## src/rtl/ckre_pkg.sv

```systemverilog
// ckre_pkg: shared types and constants for the color-key run extractor.
// Holds the configuration register layout, register indexes and format codes.
// No dependencies.
package ckre_pkg;

  // Register indexes (byte address = 4 * index)
  typedef enum logic [1:0] {
    REG_KEY_COLOR    = 2'd0,
    REG_PIXEL_FORMAT = 2'd1,
    REG_IMAGE_WIDTH  = 2'd2,
    REG_IMAGE_HEIGHT = 2'd3
  } reg_idx_t;

  // Pixel format codes
  localparam logic [1:0] FMT_PAL8  = 2'd0;
  localparam logic [1:0] FMT_RGB16 = 2'd1;
  localparam logic [1:0] FMT_RGB24 = 2'd2;
  localparam logic [1:0] FMT_RGB32 = 2'd3;

  // Word kind codes on the input channel
  localparam logic KIND_PIXEL     = 1'b0;
  localparam logic KIND_PAL_WRITE = 1'b1;

  localparam int KEY_W  = 24;
  localparam int FMT_W  = 2;
  localparam int SIZE_W = 13;

  localparam logic [KEY_W-1:0]  KEY_RESET    = 24'hFF00FF;  // magenta
  localparam logic [FMT_W-1:0]  FMT_RESET    = FMT_RGB24;
  localparam logic [SIZE_W-1:0] WIDTH_RESET  = 13'd4096;
  localparam logic [SIZE_W-1:0] HEIGHT_RESET = 13'd4096;

  typedef struct packed {
    logic [KEY_W-1:0]  key_color;
    logic [FMT_W-1:0]  pixel_format;
    logic [SIZE_W-1:0] image_width;
    logic [SIZE_W-1:0] image_height;
  } cfg_t;

endpackage

```

## src/rtl/ckre_cfg_regs.sv

```systemverilog
// ckre_cfg_regs: APB-style register file for the color-key run extractor.
// Holds key color, pixel format and image size; presents them as a cfg_t.
// Depends on ckre_pkg.
module ckre_cfg_regs (
  input  logic              clk,
  input  logic              rst_n,
  input  logic              cfg_psel,
  input  logic              cfg_penable,
  input  logic              cfg_pwrite,
  input  logic [3:0]        cfg_paddr,
  input  logic [31:0]       cfg_pwdata,
  output logic [31:0]       cfg_prdata,
  output logic              cfg_pready,
  output ckre_pkg::cfg_t    cfg
);

  ckre_pkg::cfg_t   cfg_r;
  ckre_pkg::reg_idx_t idx;
  logic             wr_en;

  assign cfg_pready = 1'b1;
  assign idx        = ckre_pkg::reg_idx_t'(cfg_paddr[3:2]);
  assign wr_en      = cfg_psel && cfg_penable && cfg_pwrite && cfg_pready;
  assign cfg        = cfg_r;

  always_ff @(posedge clk) begin
    if (!rst_n) begin
      cfg_r.key_color    <= ckre_pkg::KEY_RESET;
      cfg_r.pixel_format <= ckre_pkg::FMT_RESET;
      cfg_r.image_width  <= ckre_pkg::WIDTH_RESET;
      cfg_r.image_height <= ckre_pkg::HEIGHT_RESET;
    end else if (wr_en) begin
      unique case (idx)
        ckre_pkg::REG_KEY_COLOR:    cfg_r.key_color    <= cfg_pwdata[ckre_pkg::KEY_W-1:0];
        ckre_pkg::REG_PIXEL_FORMAT: cfg_r.pixel_format <= cfg_pwdata[ckre_pkg::FMT_W-1:0];
        ckre_pkg::REG_IMAGE_WIDTH:  cfg_r.image_width  <= cfg_pwdata[ckre_pkg::SIZE_W-1:0];
        ckre_pkg::REG_IMAGE_HEIGHT: cfg_r.image_height <= cfg_pwdata[ckre_pkg::SIZE_W-1:0];
        default: ;
      endcase
    end
  end

  always_comb begin
    unique case (idx)
      ckre_pkg::REG_KEY_COLOR:    cfg_prdata = 32'(cfg_r.key_color);
      ckre_pkg::REG_PIXEL_FORMAT: cfg_prdata = 32'(cfg_r.pixel_format);
      ckre_pkg::REG_IMAGE_WIDTH:  cfg_prdata = 32'(cfg_r.image_width);
      ckre_pkg::REG_IMAGE_HEIGHT: cfg_prdata = 32'(cfg_r.image_height);
      default:                    cfg_prdata = 32'd0;
    endcase
  end

endmodule

```

## config.mk

```make
export PLATFORM = sky130hd
export DESIGN_NAME = ckre_cfg_regs
export DESIGN_NICKNAME = d
export VERILOG_FILES = /design/src/rtl/ckre_pkg.sv /design/src/rtl/ckre_cfg_regs.sv
export SDC_FILE = /design/constraint.sdc
export NUM_CORES = 1
export LEC_CHECK = 0
export BUFFER_PORTS_ARGS = -buffer_cell sky130_fd_sc_hd__buf_2
export CAP_MARGIN = 20
export CORE_MARGIN = 8
export CORE_UTILIZATION = 49
export DETAILED_ROUTE_END_ITERATION = 10
export PLACE_DENSITY = 0.82
export SYNTH_ARGS = -nofsm -noshare
export SYNTH_HDL_FRONTEND = slang
export SYNTH_SLANG_ARGS = --single-unit
```

## constraint.sdc

```tcl
create_clock -name clk -period 2.5 [get_ports clk]
set_input_delay 0.25 -clock clk [delete_from_list [all_inputs] [get_ports clk]]
set_output_delay 0.25 -clock clk [all_outputs]
set_load 0.05 [all_outputs]
```

==> impl_metrics.csv <==
group,metric,value,unit
status,outcome,"finished, final reports clean",
floorplanning,die_w,87.4,microns
final_layout,fin_cells,434,
sta,tns,0,ps
floorplanning,fp.dieH,87.4,microns
sta,setup_violations,0,
final_layout,final_nets,404,
clock_tree,ctsLongestPathBuffers,2,
grt,antenna_found_initial,0,
worst_setup_path,crit_required,2250,ps
clock_tree,clkSlewWorstSetupHoldPaths,90,ps
clock_tree,clk_latency,300,ps
drt,detailroute.via_count,2186,
grt,grt-ovfl-total,0,
worst_setup_path,path_common_cell,"buf_2",
worst_setup_path,crit_path_max_fanout,26,
final_layout,finish.utilization,62.1,%
sta,finalHoldViolations,0,
final_layout,diodes,0,
drt,drcViolationCount,0,
worst_setup_path,crit_chain,"buf_2 -> mux4_2 -> buf_2",
sta,worst_slew_pin_slew,727,ps
clock_tree,cts_tree,"built",
clock_tree,cts_buffers,5,
worst_hold_path,hold_class,"in2reg",
drt,viasPerCell,5.04,
sta,fin_crit,1890,ps
worst_setup_path,critPathCaptureType,"output port",
logic_synthesis,ys_types,26,
sta,fmax,530,MHz
power,p_leak,1.57,nW
sta,fin_skew,0,ps
sta,fin_crit_sh,75.5,%
clock_tree,cts_resized,0,
grt,grt_max_degree,38,
logic_synthesis,synth-async-reset-ratio,0,%
logic_synthesis,ys_seq_area_share,41.6,%
worst_setup_path,crit_buf_inv,2,
power,power_density,530,mW/mm^2
logic_synthesis,synth_top_area_share,41.6,%
final_layout,largest_reg_flops,52,
placed_design,place.gp.congestion,0.718,
floorplanning,ios,126,
power,p_total,1.65,mW
job,maxCapViolations,0,
sta,timing.hold.ws,187,ps
logic_synthesis,synth_edf_count,0,
final_layout,area_growth,24.4,%
logic_synthesis,syn_avg_cell_area,9.40,sq um
sta,slew_headroom,51.5,%
grt,grt_pass1_vias,2222,
sta,drv_slew,0,
logic_synthesis,netlist_area,0.00250,sq mm
drt,routed_wl,6870,microns
power,ir_worst_vdd,0.000397,V
placed_design,dp_cells,426,
clock_tree,root_buffer,"clkbuf_8",
clock_tree,ctsHtreeMaxLevel,2,
logic_synthesis,synthTopCellsByArea,"dfxtp_1 42%, mux2i_1 14%, nand2_1 7.4%, mux2_2 5.0%, o211ai_1 4.5%",
logic_synthesis,ys_ff_latch,52,
logic_synthesis,synthTopCellsByCount,"52 x dfxtp_1, 49 x nand2_1, 36 x mux2i_1",
logic_synthesis,synth_most_common_cell,"dfxtp_1",
grt,track_usage,17.8,%
drt,postRouteAntennaNets,0,
drt,initialDrtViolationCount,90,
grt,grt_pass1_wl,10700,microns
worst_setup_path,arrival,1640,ps
placed_design,io_buffers,106,
final_layout,layout-drive-gt1-share,38.5,%
clock_tree,cts_setup_buffers,0,
placed_design,dp_hpwl,5030,microns
clock_tree,hold_buffers,0,
logic_synthesis,synth_top_area_cell,"dfxtp_1",
worst_setup_path,crit_path_top_delay_cell,"mux4_2",
logic_synthesis,synth_flop_cell,"dfxtp_1",
worst_setup_path,critical-path-top-delay-family,"buffers and inverters",
floorplanning,row_count,26,
floorplanning,die_area,0.00764,sq mm
final_layout,fillCellCount,464,
logic_synthesis,synthCells,266,
logic_synthesis,ys.warnings.count,0,
worst_setup_path,cp-start-kind,"input port",
worst_setup_path,crit_path_max_incr_delay,590,ps
drt,first_pass_iters,4,
clock_tree,cts.sinks,52,
sta,rsz0062_at_grt,"no",
floorplanning,fp.coreArea,0.00501,sq mm
floorplanning,start_util,49.9,%
drt,wl_per_cell,15.8,microns
worst_setup_path,critPathKind,"in2out",
==> area by class of cell <==
| class | count | area, sq um | area share (%) |
|---|---|---|---|
| multi-input cells | 174 | 1220 | 39.4 |
| well taps | 70 | 87.6 | 2.82 |
| inverters | 15 | 56.3 | 1.81 |
| flip-flops and latches | 52 | 1040 | 33.5 |
| clock buffers | 8 | 90.1 | 2.90 |
| repair buffers | 115 | 611 | 19.6 |
==> kinds of logic after synthesis <==
group | Yosys count | share of synthesized area (%)
and+or+nand+nor | 88 | 17.6
DFF | 52 | 41.6
muxes | 49 | 21.2
buffers and inverters | 47 | 10.5
AOI/OAI and AO/OA | 28 | 8.76
other | 2 | 0.300
==> placed cells by master, fill, tap and decap left out <==
cell / instances
inv_1: 15
and3_1: 1
buf_2: 106
dfxtp_1: 52
mux2i_1: 36
clkbuf_1: 2
nand2_1: 49
nor3_1: 8
nand3_1: 15
nor2b_1: 5
nor3_4: 1
nand3_2: 1
mux4_2: 2
mux2_2: 11
buf_4: 8
and2_1: 3
conb_1: 9
nor2_2: 1
nor3b_2: 1
buf_12: 1
a22o_1: 11
nand2b_1: 1
clkbuf_8: 6
nand3_4: 1
nor3b_4: 1
a21oi_1: 2
o211ai_1: 15
==> routing by layer <==
metal / vias up / part of all wire [%] / GRT usage (%)
met5: - / 0 / 0
met3: 6 / 6.6 / 5.38
met2: 64 / 49 / 31.8
met4: 0 / 0.92 / 4.84
met1: 1039 / 43 / 19.8
li1: 1077 / - / -
==> worst paths after layout <==
path	slack [ps]	startpoint	to	cells past startpoint
min	190	cfg_pwdata[15]	cfg[43]$_SDFFE_PN0P_	3
max	610	cfg_paddr[2]	cfg_prdata[0]	3
min reg2reg	470	cfg[24]$_SDFFE_PN0P_	cfg[24]$_SDFFE_PN0P_	2
max reg2reg	1740	cfg[29]$_SDFFE_PN1P_	cfg[29]$_SDFFE_PN1P_	3
==> tightest hold or removal path, stage by stage <==
cell and delay, ps:
buf_2 90, nand2_1 50, mux2i_1 60
==> power by group <==
group | total, mW | internal, mW | switching (mW)
Combinational | 0.311 | 0.0795 | 0.232
Sequential | 0.849 | 0.841 | 0.00858
Clock | 0.489 | 0.226 | 0.262
Total | 1.65 | 1.15 | 0.503
==> per-stage QoR <==
step	cell area (sq um)	worst slack (ps)
global route	3110	553
finish	3110	613
floorplan	2530	418
global placement	3020	633
detailed placement	3020	607
CTS	3110	611
No activity file was read; power rests on OpenSTA's default activity.
